File: src/sv/sjfq_pkg.sv
// Shared constants, codes and types of the shortest-job-first queue.
package sjfq_pkg;

  // Queue geometry.
  localparam int QUEUE_DEPTH = 16;
  localparam int IDX_W       = $clog2(QUEUE_DEPTH);
  localparam int CNT_W       = $clog2(QUEUE_DEPTH + 1);

  // Field widths of one item.
  localparam int TAG_W    = 8;
  localparam int EM_W     = 10;
  localparam int COST_W   = 33;
  localparam int STATUS_W = 2;
  localparam int QCOUNT_W = 5;

  // Glyph counts of the two character sets.
  localparam logic [7:0] GLYPHS_ASCII  = 8'd96;
  localparam logic [7:0] GLYPHS_LATIN1 = 8'd224;

  // Item kinds on the input side.
  localparam logic MODE_SUBMIT = 1'b0;
  localparam logic MODE_TAKE   = 1'b1;

  // Result status codes.
  localparam logic [STATUS_W-1:0] ST_DONE  = 2'd0;
  localparam logic [STATUS_W-1:0] ST_FULL  = 2'd1;
  localparam logic [STATUS_W-1:0] ST_EMPTY = 2'd2;

  // Per-cell load controls.
  typedef struct packed {
    logic load_new;   // store the incoming job
    logic load_next;  // take the neighbor's entry
  } cell_ctl_t;

endpackage

File: src/sv/sjfq_cell.sv
// One queue cell: holds a job tag and cost and hands them along the chain.
module sjfq_cell (
  input  logic                       clk,
  input  sjfq_pkg::cell_ctl_t        ctl,
  input  logic [sjfq_pkg::TAG_W-1:0]  new_tag,
  input  logic [sjfq_pkg::COST_W-1:0] new_cost,
  input  logic [sjfq_pkg::TAG_W-1:0]  next_tag,
  input  logic [sjfq_pkg::COST_W-1:0] next_cost,
  output logic [sjfq_pkg::TAG_W-1:0]  tag,
  output logic [sjfq_pkg::COST_W-1:0] cost
);
  import sjfq_pkg::*;

  logic [TAG_W-1:0]  tag_r;
  logic [COST_W-1:0] cost_r;

  // A new job has priority; otherwise the cell takes its neighbor's entry.
  always_ff @(posedge clk) begin
    if (ctl.load_new) begin
      tag_r  <= new_tag;
      cost_r <= new_cost;
    end else if (ctl.load_next) begin
      tag_r  <= next_tag;
      cost_r <= next_cost;
    end
  end

  assign tag  = tag_r;
  assign cost = cost_r;

endmodule

File: src/sv/sjfq_cost.sv
// Three-stage job cost unit: glyphs times em size squared times atlas factor.
module sjfq_cost (
  input  logic                        clk,
  input  logic                        rst_n,
  input  logic                        start,
  input  logic                        latin1,
  input  logic                        mtsdf,
  input  logic [sjfq_pkg::EM_W-1:0]   em_size,
  output logic                        done,
  output logic [sjfq_pkg::COST_W-1:0] cost
);
  import sjfq_pkg::*;

  localparam int SQ_W   = 2 * EM_W;
  localparam int PROD_W = SQ_W + 8;

  logic [2:0]        vld_r;
  logic [SQ_W-1:0]   sq_r;
  logic [7:0]        glyphs_r;
  logic              mtsdf1_r;
  logic              mtsdf2_r;
  logic [PROD_W-1:0] prod_r;
  logic [COST_W-1:0] cost_r;

  // Stage valid bits.
  always_ff @(posedge clk) begin
    if (!rst_n) begin
      vld_r <= 3'b000;
    end else begin
      vld_r <= {vld_r[1:0], start};
    end
  end

  // Square, then glyph count, then the factor of 20 as 16 plus 4.
  always_ff @(posedge clk) begin
    sq_r     <= SQ_W'(em_size) * SQ_W'(em_size);
    glyphs_r <= latin1 ? GLYPHS_LATIN1 : GLYPHS_ASCII;
    mtsdf1_r <= mtsdf;
    prod_r   <= PROD_W'(sq_r) * PROD_W'(glyphs_r);
    mtsdf2_r <= mtsdf1_r;
    if (mtsdf2_r) begin
      cost_r <= (COST_W'(prod_r) << 4) + (COST_W'(prod_r) << 2);
    end else begin
      cost_r <= COST_W'(prod_r);
    end
  end

  assign done = vld_r[2];
  assign cost = cost_r;

endmodule

File: src/sv/shortest_job_first_queue.sv
// Shortest-job-first queue top level: control, chain of cells and result register.
// A submit waits in the cost state for the cost unit before its result is posted;
// a full-queue submit or an empty-queue take goes straight to posting. A take runs the
// scan that rotates the cell ring once past the minimum comparator, then the removal.
// One item is worked on at a time; the next is accepted once the result is posted.
// Synchronous reset empties the queue; cell contents are left as they are.
module shortest_job_first_queue (
  input  logic        clk,
  input  logic        rst_n,
  input  logic        in_tvalid,
  output logic        in_tready,
  input  logic [23:0] in_tdata,   // job_tag[7:0], charset_latin1[8], atlas_mtsdf[9],
                                  // em_pixel_size[19:10], zero fill
  input  logic        in_tuser,   // mode[0]
  output logic        out_tvalid,
  input  logic        out_tready,
  output logic [47:0] out_tdata,  // taken_tag[7:0], taken_cost[40:8],
                                  // queued_count[45:41], zero fill
  output logic [1:0]  out_tuser   // status[1:0]
);
  import sjfq_pkg::*;

  localparam logic [2:0] S_IDLE   = 3'd0;
  localparam logic [2:0] S_COST   = 3'd1;
  localparam logic [2:0] S_SCAN   = 3'd2;
  localparam logic [2:0] S_REMOVE = 3'd3;
  localparam logic [2:0] S_POST   = 3'd4;

  logic [2:0]          state_r, state_nxt;
  logic [CNT_W-1:0]    count_r, count_nxt;
  logic [IDX_W-1:0]    scan_k_r, scan_k_nxt;
  logic [IDX_W-1:0]    best_idx_r, best_idx_nxt;
  logic [TAG_W-1:0]    best_tag_r, best_tag_nxt;
  logic [COST_W-1:0]   best_cost_r, best_cost_nxt;
  logic [TAG_W-1:0]    job_tag_r, job_tag_nxt;
  logic [STATUS_W-1:0] res_status_r, res_status_nxt;
  logic [TAG_W-1:0]    res_tag_r, res_tag_nxt;
  logic [COST_W-1:0]   res_cost_r, res_cost_nxt;
  logic                out_valid_r;
  logic [47:0]         out_data_r;
  logic [STATUS_W-1:0] out_status_r;

  logic              accept;
  logic              in_mode;
  logic              cost_start;
  logic              cost_done;
  logic [COST_W-1:0] new_cost;
  logic              take_head;
  logic              post;

  cell_ctl_t         ctl    [QUEUE_DEPTH];
  logic [TAG_W-1:0]  tags   [QUEUE_DEPTH];
  logic [COST_W-1:0] costs  [QUEUE_DEPTH];

  assign in_tready = (state_r == S_IDLE);
  assign accept    = in_tvalid && in_tready;
  assign in_mode   = in_tuser;
  assign cost_start = accept && (in_mode == MODE_SUBMIT) &&
                      (count_r != CNT_W'(QUEUE_DEPTH));
  assign post = (state_r == S_POST) && (!out_valid_r || out_tready);

  // Cost unit for submitted jobs.
  sjfq_cost u_cost (
    .clk     (clk),
    .rst_n   (rst_n),
    .start   (cost_start),
    .latin1  (in_tdata[8]),
    .mtsdf   (in_tdata[9]),
    .em_size (in_tdata[19:10]),
    .done    (cost_done),
    .cost    (new_cost)
  );

  // Ring of cells; each one takes from the next, the last from the first.
  for (genvar i = 0; i < QUEUE_DEPTH; i++) begin : g_cell
    assign ctl[i].load_new  = cost_done && (count_r == CNT_W'(i));
    assign ctl[i].load_next = (state_r == S_SCAN) ||
                              ((state_r == S_REMOVE) && (IDX_W'(i) >= best_idx_r));
    sjfq_cell u_cell (
      .clk       (clk),
      .ctl       (ctl[i]),
      .new_tag   (job_tag_r),
      .new_cost  (new_cost),
      .next_tag  (tags[(i + 1) % QUEUE_DEPTH]),
      .next_cost (costs[(i + 1) % QUEUE_DEPTH]),
      .tag       (tags[i]),
      .cost      (costs[i])
    );
  end

  // The head cell holds entry k during step k of the scan; earliest wins ties.
  assign take_head = (scan_k_r == '0) ||
                     ((CNT_W'(scan_k_r) < count_r) && (costs[0] < best_cost_r));

  // Sequencer.
  always_comb begin
    state_nxt      = state_r;
    count_nxt      = count_r;
    scan_k_nxt     = scan_k_r;
    best_idx_nxt   = best_idx_r;
    best_tag_nxt   = best_tag_r;
    best_cost_nxt  = best_cost_r;
    job_tag_nxt    = job_tag_r;
    res_status_nxt = res_status_r;
    res_tag_nxt    = res_tag_r;
    res_cost_nxt   = res_cost_r;
    unique case (state_r)
      S_IDLE: begin
        if (accept) begin
          res_status_nxt = ST_DONE;
          res_tag_nxt    = '0;
          res_cost_nxt   = '0;
          job_tag_nxt    = in_tdata[7:0];
          scan_k_nxt     = '0;
          if (in_mode == MODE_SUBMIT) begin
            if (count_r == CNT_W'(QUEUE_DEPTH)) begin
              res_status_nxt = ST_FULL;
              state_nxt      = S_POST;
            end else begin
              state_nxt = S_COST;
            end
          end else begin
            if (count_r == '0) begin
              res_status_nxt = ST_EMPTY;
              state_nxt      = S_POST;
            end else begin
              state_nxt = S_SCAN;
            end
          end
        end
      end
      S_COST: begin
        if (cost_done) begin
          count_nxt = count_r + CNT_W'(1);
          state_nxt = S_POST;
        end
      end
      S_SCAN: begin
        if (take_head) begin
          best_idx_nxt  = scan_k_r;
          best_tag_nxt  = tags[0];
          best_cost_nxt = costs[0];
        end
        scan_k_nxt = scan_k_r + IDX_W'(1);
        if (scan_k_r == IDX_W'(QUEUE_DEPTH - 1)) begin
          state_nxt = S_REMOVE;
        end
      end
      S_REMOVE: begin
        res_tag_nxt  = best_tag_r;
        res_cost_nxt = best_cost_r;
        count_nxt    = count_r - CNT_W'(1);
        state_nxt    = S_POST;
      end
      S_POST: begin
        if (post) begin
          state_nxt = S_IDLE;
        end
      end
      default: begin
        state_nxt = S_IDLE;
      end
    endcase
  end

  // Control registers.
  always_ff @(posedge clk) begin
    if (!rst_n) begin
      state_r     <= S_IDLE;
      count_r     <= '0;
      scan_k_r    <= '0;
      out_valid_r <= 1'b0;
    end else begin
      state_r  <= state_nxt;
      count_r  <= count_nxt;
      scan_k_r <= scan_k_nxt;
      if (post) begin
        out_valid_r <= 1'b1;
      end else if (out_tready) begin
        out_valid_r <= 1'b0;
      end
    end
  end

  // Payload registers.
  always_ff @(posedge clk) begin
    best_idx_r   <= best_idx_nxt;
    best_tag_r   <= best_tag_nxt;
    best_cost_r  <= best_cost_nxt;
    job_tag_r    <= job_tag_nxt;
    res_status_r <= res_status_nxt;
    res_tag_r    <= res_tag_nxt;
    res_cost_r   <= res_cost_nxt;
    if (post) begin
      out_status_r <= res_status_r;
      out_data_r   <= {2'b00, QCOUNT_W'(count_r), res_cost_r, res_tag_r};
    end
  end

  assign out_tvalid = out_valid_r;
  assign out_tdata  = out_data_r;
  assign out_tuser  = out_status_r;

  // The queue never holds more than its depth.
  a_count_bound: assert property (@(posedge clk) disable iff (!rst_n)
    count_r <= CNT_W'(QUEUE_DEPTH))
    else $error("entry count exceeds queue depth");

  // A scan only runs over a non-empty queue.
  a_scan_nonempty: assert property (@(posedge clk) disable iff (!rst_n)
    (state_r == S_SCAN) |-> (count_r != '0))
    else $error("scan started on an empty queue");

  // Removal drops exactly one entry.
  a_remove_dec: assert property (@(posedge clk) disable iff (!rst_n)
    (state_r == S_REMOVE) |=> (count_r == $past(count_r) - CNT_W'(1)))
    else $error("removal did not drop one entry");

  // A finished cost always lands in a free cell and adds one entry.
  a_cost_inc: assert property (@(posedge clk) disable iff (!rst_n)
    cost_done |-> ((state_r == S_COST) && (count_r < CNT_W'(QUEUE_DEPTH))))
    else $error("cost finished outside a submit or into a full queue");

endmodule
File: config.mk
export PLATFORM = sky130hd
export DESIGN_NAME = shortest_job_first_queue
export DESIGN_NICKNAME = d
export VERILOG_FILES = /design/src/sv/sjfq_pkg.sv /design/src/sv/sjfq_cell.sv /design/src/sv/sjfq_cost.sv /design/src/sv/shortest_job_first_queue.sv
export SDC_FILE = /design/constraint.sdc
export NUM_CORES = 1
export LEC_CHECK = 0
export BUFFER_PORTS_ARGS = -buffer_cell sky130_fd_sc_hd__buf_2
export CAP_MARGIN = 15
export CORE_ASPECT_RATIO = 1.5
export CORE_MARGIN = 1
export CORE_UTILIZATION = 50
export CTS_CLUSTER_DIAMETER = 100
export DETAILED_ROUTE_END_ITERATION = 6
export GPL_ROUTABILITY_DRIVEN = 0
export GPL_TIMING_DRIVEN = 0
export HOLD_SLACK_MARGIN = 0.12
export PLACE_DENSITY_LB_ADDON = 0.1
export SLEW_MARGIN = 0
export SYNTH_ARGS = -nofsm -noshare
export SYNTH_HDL_FRONTEND = slang
export SYNTH_SLANG_ARGS = --single-unit
File: constraint.sdc
create_clock -name clk -period 11.85 [get_ports clk]
set_clock_uncertainty 0.1 [all_clocks]
set_input_delay 0.5925 -clock clk [delete_from_list [all_inputs] [get_ports clk]]
set_output_delay 0.5925 -clock clk [all_outputs]
set_load 0.1 [all_outputs]
==> flow_summary.json, run 1 <==
{
  "p_seq_frac": 0.399,
  "floorplan.die_area_um2": 83700,
  "synth-warning-count": 0,
  "maxSlewViolCount": 0,
  "hpwlAfterDp_um": 59600,
  "cp_max_fo": 10,
  "dominantRegCellSynth": "sky130_fd_sc_hd__edfxtp_1",
  "synth_cells": 2875,
  "area_of_the_placeable_core_um2": 81500,
  "cts_max_path_buffers": 3,
  "synth-async-reset-ratio": 0,
  "cts_resized": 0,
  "power.share.clock": 0.280,
  "power.density_cell_area_nw_per_um2": 206,
  "critical_path.reg2reg.endpoint": "u_cost.prod_r[27]",
  "cts.sink_count": 887,
  "power.combinational.fraction": 0.322,
  "clkTransAtPathRegs_ns": 0.06,
  "insertion_delay_ns": 0.64,
  "area_growth_syn_to_layout_pct": 12.0,
  "cts_inserted_buffers": 85,
  "ys_ff_latch": 887,
  "floorplan.io_pins": 81,
  "grt.met3_usage": 0.0291,
  "end_kind": "flip-flop",
  "first_iter_violations": 1186,
  "viasPerCell": 5.34,
  "finalHoldViolations": 0,
  "final_hold_slack_ns": 0.234,
  "first_global_vias": 23500,
  "relSlewSlack": 0.369,
  "outcome": "complete, no violations",
  "switchingPower_mw": 3.23,
  "final-setup-viol-count": 0,
  "grt_pass1_wl_um": 131000,
  "grt_use_total": 0.202,
  "timing.max_cap.violations": 0,
  "cts_tree": "done",
  "worst_hold_path.endpoint": "u_cost.mtsdf2_r",
  "max_slew.worst_pin.slew_ns": 0.946,
  "sw_share": 0.339,
  "final_period_minus_worst_setup_slack_ns": 6.05,
  "arrival_worst_endpoint_ns": 6.39,
  "post_drt_wl_per_cell_um": 19.8,
  "worstSetupStartpointType": "input pin",
  "antenna-diode-count": 0,
  "timing.critical_path.required_ns": 12.19,
  "detail_route.first_pass.iterations": 5,
  "floorplan.initialDensity": 0.506,
  "hold-path-cell-count": 0,
  "rsz0062_at_grt": "false",
  "fmax_mhz": 165,
  "r2r.worst_path.cells": 14,
  "detail-route-antenna-nets": 0,
  "detail_route.wirelength_um": 82600,
  "global_route.peak_usage_layer": "met2",
  "drcViolationCount": 0,
  "grtUsageMet2": 0.360,
  "yosysSeqAreaShare": 0.624,
  "post-cts-setup-buffer-count": 0,
  "global_route.overflow_total": 0,
  "post_synth_edffs": 800,
  "regToRegStartpoint": "u_cost.glyphs_r[7]",
  "h-tree-depth": 3,
  "fin_tns_setup_ns": 0,
  "final_layout_size_suffix_gt1_frac": 0.249,
  "detailroute.via_count": 22300,
  "yosysUniqueCellTypes": 71,
  "fin_crit_share": 0.510,
  "final_net_count": 3345,
  "worstHoldPathType": "reg -> reg",
  "ctsRootBufferMaster": "sky130_fd_sc_hd__clkbuf_16",
  "post_synth_instance_area_um2": 41300,
  "largest_net_degree_at_the_start_of_global_routing": 42,
  "cell_internal_pwr_mw": 6.29,
  "min-delay-start": "u_cost.mtsdf1_r",
  "power.leakage_nw": 17.3,
  "rows": 128,
  "vdd_ir_drop_max_mv": 0.316,
  "grt_antenna_before_repair": 0,
  "timing.setup.critical_path_class": "in -> reg",
  "die_w_um": 237,
  "port_buffers": 71,
  "synth.avg_cell_area_um2": 14.4,
  "setup.reg_to_reg.worst_slack_ns": 7.24,
  "die-height_um": 354,
  "global_route.usage.met1": 0.242
}
cells in the mapped netlist (all sizes together) (3+ instances only):
| master | instances | area [µm²] |
|---|---|---|
| edfxtp | 800 | 24000 |
| mux2 | 490 | 5520 |
| nand2 | 325 | 1220 |
| ha | 184 | 2300 |
| inv | 144 | 541 |
| and2 | 93 | 584 |
| clkbuf | 93 | 349 |
| nor2 | 90 | 340 |
| dfxtp | 87 | 1740 |
| o21ai | 67 | 335 |
| fa | 66 | 1320 |
| nor2b | 61 | 382 |
| a21oi | 60 | 300 |
| buf | 51 | 261 |
| xnor2 | 42 | 368 |
| a21o | 37 | 285 |
| nand3 | 22 | 110 |
| xor2 | 16 | 140 |
| and3 | 15 | 93.8 |
| nand2b | 14 | 87.6 |
| nand4 | 13 | 81.3 |
| nor3 | 9 | 45.0 |
| a211oi | 8 | 65.1 |
| a21boi | 7 | 56.3 |
| a31oi | 7 | 43.8 |
| mux2i | 6 | 60.1 |
| o211ai | 6 | 45.0 |
| a211o | 5 | 43.8 |
| a311oi | 4 | 47.6 |
| nor3b | 4 | 30.0 |
| o21a | 4 | 30.0 |
| o21bai | 4 | 30.0 |
| o31ai | 4 | 30.0 |
| or2 | 4 | 25.0 |
| nor4 | 3 | 18.8 |
| or3 | 3 | 18.8 |
kinds of logic (layout without fill, tap and decap cells):
family	Yosys count	after routing	synth area share
fa+ha+maj	250	250	0.0878
compound gates	233	233	0.0377
simple gates	662	662	0.0748
xor+xnor	58	58	0.0123
buf+inv	288	542	0.0279
flops	887	887	0.624
mux	496	496	0.135
other cells	1	2	0.0000909
cells in the final DEF, fill, tap and decap left out, types with 34 or more instances in the layout:
master,n
sky130_fd_sc_hd__a21oi_1,59
sky130_fd_sc_hd__dfxtp_1,87
sky130_fd_sc_hd__edfxtp_1,800
sky130_fd_sc_hd__clkbuf_1,118
sky130_fd_sc_hd__ha_1,184
sky130_fd_sc_hd__inv_1,144
sky130_fd_sc_hd__nor2b_1,61
sky130_fd_sc_hd__xnor2_1,42
sky130_fd_sc_hd__and2_1,91
sky130_fd_sc_hd__clkbuf_16,87
sky130_fd_sc_hd__nor2_1,88
sky130_fd_sc_hd__fa_1,66
sky130_fd_sc_hd__a21o_1,34
sky130_fd_sc_hd__buf_2,115
sky130_fd_sc_hd__o21ai_0,61
sky130_fd_sc_hd__mux2_2,490
sky130_fd_sc_hd__nand2_1,321
through the flow:
step | instance area [µm²] | setup slack (ns) | power [mW] | util | std cells
2_1_floorplan | 41300 | 6.52 | 6.08 | - | 2876
3_3_place_gp | 42900 | 4.49 | 6.85 | 0.527 | 3987
3_5_place_dp | 43400 | 5.53 | 6.90 | 0.532 | 4007
4_1_cts | 46200 | 5.80 | 9.61 | 0.567 | 4170
5_1_grt | 46200 | 5.55 | 10.1 | 0.567 | 4170
6_report | 46200 | 5.80 | 9.52 | 0.567 | 4170
flip-flops by register name, indices dropped and copies added, names as in the netlist, 2 cells and up:
register	cells
g_cell.u_cell.cost	528
g_cell.u_cell.tag	128
out_tdata	46
best_cost_r	33
res_cost_r	33
u_cost.cost	27
u_cost.prod_r	22
u_cost.sq_r	19
best_tag_r	8
job_tag_r	8
res_tag_r	8
count_r	5
best_idx_r	4
scan_k_r	4
state_r	3
u_cost.vld_r	3
out_tuser	2
res_status_r	2
timing repair:
action | 4_1_cts | 5_1_grt
endpoints found under the setup margin | 0 | 0
endpoints found under the hold margin | 12 | 0
hold buffers | 12 | 0
final cells by class:
cell class	count	area (µm²)
inverter	144	541
clock buffer	117	2340
sequential	887	25800
fill	6436	35300
tap	1040	1300
multi-input combinational	1701	14500
clock inverter	34	353
timing repair buffer	103	840
buffer	144	611
power by group through the flow:
stage / Combinational [mW] / Clock [mW] / Sequential, mW
after floorplan: 2.08 / 0 / 4.00
after global placement: 2.99 / 0 / 3.86
after detailed placement: 3.04 / 0 / 3.86
after CTS: 3.10 / 2.72 / 3.80
after global routing: 3.44 / 2.84 / 3.82
final: 3.07 / 2.66 / 3.79
layer usage:
layer | share of wire | routed length (µm)
met1 | 0.40 | 33400
met2 | 0.52 | 42900
met3 | 0.037 | 3100
met4 | 0.039 | 3230
met5 | 0 | 0
critical path, stage by stage:
cell and delay [ns]:
sky130_fd_sc_hd__dlygate4sd3_1 0.52, sky130_fd_sc_hd__buf_2 0.17, sky130_fd_sc_hd__clkbuf_1 0.36, sky130_fd_sc_hd__nand2_1 0.19, sky130_fd_sc_hd__fa_1 0.55, sky130_fd_sc_hd__fa_1 0.54
sky130_fd_sc_hd__inv_1 0.06, sky130_fd_sc_hd__fa_1 0.52, sky130_fd_sc_hd__fa_1 0.56, sky130_fd_sc_hd__inv_1 0.06, sky130_fd_sc_hd__fa_1 0.53, sky130_fd_sc_hd__inv_1 0.04
sky130_fd_sc_hd__ha_1 0.33, sky130_fd_sc_hd__nand2_1 0.09, sky130_fd_sc_hd__nor4b_1 0.15, sky130_fd_sc_hd__a21oi_1 0.15, sky130_fd_sc_hd__o41ai_2 0.12, sky130_fd_sc_hd__o21ai_1 0.15
sky130_fd_sc_hd__a21oi_1 0.09, sky130_fd_sc_hd__xnor2_1 0.61
worst max-delay path by stage:
stage,startpoint,slack (ns),depth (start not counted),endpoint
after floorplan,in_tdata[11],6.52,17,u_cost.sq_r[19]
after global placement,state_r[1],4.49,6,g_cell[0].u_cell.cost[14]
after detailed placement,in_tdata[11],5.53,18,u_cost.sq_r[19]
after CTS,in_tdata[10],5.80,19,u_cost.sq_r[17]
after global routing,in_tdata[10],5.55,19,u_cost.sq_r[17]
final,in_tdata[10],5.80,20,u_cost.sq_r[19]
Note: power is estimated with default switching activity, not from simulation.
==> inputs of run 2 (changes only) <==
==> constraint.sdc (replaced) <==
create_clock -name clk -period 5.8 [get_ports clk]
set_clock_uncertainty 0.1 [all_clocks]
set_input_delay 0.29 -clock clk [delete_from_list [all_inputs] [get_ports clk]]
set_output_delay 0.29 -clock clk [all_outputs]
set_load 0.1 [all_outputs]
==> run 2 against run 1 <==
Net effect:
- setup slack worse by 5.5 ns
- critical path depth is 2 lower
- critical path type unchanged
- count of clock-buffer cells in the layout is the same
- die area unchanged
- wire length is essentially flat
==> flow_summary.json, run 2 (synthesis results as in run 1) <==
{
  "outcome": "complete, no violations",
  "power.density_cell_area_nw_per_um2": 421,
  "grt.met3_usage": 0.0291,
  "timing.max_cap.violations": 0,
  "vdd_ir_drop_max_mv": 0.653,
  "detailroute.via_count": 22300,
  "relSlewSlack": 0.368,
  "cp-startpoint": "in_tdata[10]",
  "p_seq_frac": 0.398,
  "cp_max_fo": 14,
  "worstHoldPathType": "in -> reg",
  "cts.sink_count": 887,
  "cts_inserted_buffers": 85,
  "rows": 128,
  "critical_path.reg2reg.endpoint": "u_cost.prod_r[27]",
  "cp-endpoint": "u_cost.sq_r[19]",
  "detail_route.wirelength_um": 82600,
  "dp_slack_ns": -0.213,
  "fin_ws_ns": 0.322,
  "n_fill_cell": 6424,
  "crit_top_cell": "sky130_fd_sc_hd__fa_1",
  "first_global_vias": 23600,
  "regToRegStartpoint": "u_cost.glyphs_r[7]",
  "maxSlewViolCount": 0,
  "port_buffers": 71,
  "r2r.worst_path.cells": 14,
  "power.share.clock": 0.280,
  "fin_crit_share": 0.944,
  "floorplan.initialDensity": 0.506,
  "final_layout_size_suffix_gt1_frac": 0.249,
  "mostFrequentLayoutCells": "sky130_fd_sc_hd__edfxtp_1, sky130_fd_sc_hd__mux2_2, sky130_fd_sc_hd__nand2_1, sky130_fd_sc_hd__ha_1, sky130_fd_sc_hd__inv_1",
  "layout_commonest_cell": "sky130_fd_sc_hd__edfxtp_1",
  "final-setup-viol-count": 0,
  "area_growth_syn_to_layout_pct": 12.1,
  "detail-route-antenna-nets": 0,
  "power_mw": 19.5,
  "global_route.usage.met1": 0.242,
  "first_iter_violations": 1214,
  "ctsRootBufferMaster": "sky130_fd_sc_hd__clkbuf_16",
  "clkTransAtPathRegs_ns": 0.06,
  "rsz0062_at_grt": "false",
  "die-height_um": 354,
  "sw_share": 0.339,
  "largest_register_ff_count": 528,
  "final_net_count": 3349,
  "floorplan.die_area_um2": 83700,
  "grt_pass1_wl_um": 131000,
  "post_drt_wl_per_cell_um": 19.8,
  "insertion_delay_ns": 0.64,
  "area_of_the_placeable_core_um2": 81500,
  "post-cts-setup-buffer-count": 0,
  "antenna-diode-count": 0,
  "hpwlAfterDp_um": 59600,
  "drcViolationCount": 0,
  "timing.critical_path.required_ns": 6.14,
  "end_kind": "flip-flop",
  "grtUsageMet2": 0.361,
  "floorplan.io_pins": 81,
  "largest_net_degree_at_the_start_of_global_routing": 42,
  "path_cells": "dlygate4sd3_1 > buf_2 > and2_2 > fa_1 > fa_1 > ha_1 > fa_1 > inv_1 > fa_1 > inv_1 > ha_1 > or2_1 > a2111oi_4 > nor2_2 > o41ai_2 > o21ai_1 > a21oi_1 > xnor2_1",
  "setup.reg_to_reg.worst_slack_ns": 1.20,
  "timing.setup.critical_path_class": "in -> reg",
  "final_period_minus_worst_setup_slack_ns": 5.48,
  "grt_use_total": 0.202,
  "switchingPower_mw": 6.59,
  "arrival_worst_endpoint_ns": 5.82,
  "finalHoldViolations": 0,
  "power.leakage_nw": 17.4,
  "power.combinational.fraction": 0.322,
  "max_slew.worst_pin.slew_ns": 0.949,
  "detail_route.first_pass.iterations": 5,
  "cts_tree": "done",
  "global_route.peak_usage_layer": "met2",
  "critical-path-slowest-cell": "sky130_fd_sc_hd__fa_1",
  "h-tree-depth": 3,
  "fmax_mhz": 183,
  "global_route.overflow_total": 0,
  "die_w_um": 237,
  "worstSetupStartpointType": "input pin",
  "grt_antenna_before_repair": 0,
  "cts_max_path_buffers": 3,
  "cell_internal_pwr_mw": 12.9,
  "critPathMaxStageDelay_ns": 0.55,
  "viasPerCell": 5.34
}
==> run 2: worst min path at each step <==
stage	startpoint	to	slack [ns]	depth (start not counted)
2_1_floorplan	u_cost.mtsdf1_r	u_cost.mtsdf2_r	0.21	0
3_3_place_gp	u_cost.mtsdf1_r	u_cost.mtsdf2_r	0.23	0
3_5_place_dp	u_cost.mtsdf1_r	u_cost.mtsdf2_r	0.22	0
4_1_cts	in_tdata[11]	u_cost.sq_r[2]	0.12	3
5_1_grt	in_tdata[11]	u_cost.sq_r[2]	0.15	3
6_report	in_tdata[11]	u_cost.sq_r[2]	0.16	3
==> run 2: layout make-up <==
| cell class | count | area (µm²) | area share |
|---|---|---|---|
| Multi-Input combinational cell | 1701 | 14500 | 0.313 |
| Tap cell | 1040 | 1300 | 0.0281 |
| Buffer | 143 | 607 | 0.0131 |
| Sequential cell | 887 | 25800 | 0.557 |
| Inverter | 144 | 541 | 0.0117 |
| Clock buffer | 117 | 2340 | 0.0506 |
| Timing Repair Buffer | 108 | 890 | 0.0192 |
| Clock inverter | 34 | 353 | 0.00763 |
==> run 2: routing by layer <==
layer,wire length (µm),up-vias
li1,-,10800
met2,42800,471
met4,3250,0
met1,33600,10900
met3,3000,146
met5,0,-
==> run 2: critical path: cells and delay by family <==
family	cells	cell delay, ns
AO/OA/AOI/OAI	4	1.13
XOR/XNOR	1	0.39
adder cells (fa/ha/maj)	6	2.55
buffers and inverters	4	0.83
AND/OR/NAND/NOR	3	0.62
==> run 2: timing repair <==
item | in CTS | in global routing
endpoints found under the hold margin | 30 | 0
gates resized for setup | 0 | 1
hold buffers | 17 | 0
setup endpoints to repair | 0 | 4
==> run 2: power by group through the flow <==
stage	logic (mW)	clock network, mW	registers [mW]
floorplan	4.26	0	8.16
finish	6.26	5.44	7.75
CTS	6.33	5.55	7.76
global route	7.04	5.80	7.81
global placement	6.11	0	7.89
detailed placement	6.21	0	7.89
==> run 2: through the flow <==
step	hold WS [ns]	cell area (µm²)	util	cells	setup TNS, ns
global route	0.155	46300	0.567	4174	0
floorplan	0.210	41300	-	2876	0
finish	0.160	46300	0.567	4174	0
CTS	0.122	46300	0.567	4175	0
detailed placement	0.222	43400	0.532	4007	-0.347
global placement	0.231	42900	0.527	3987	-123.77
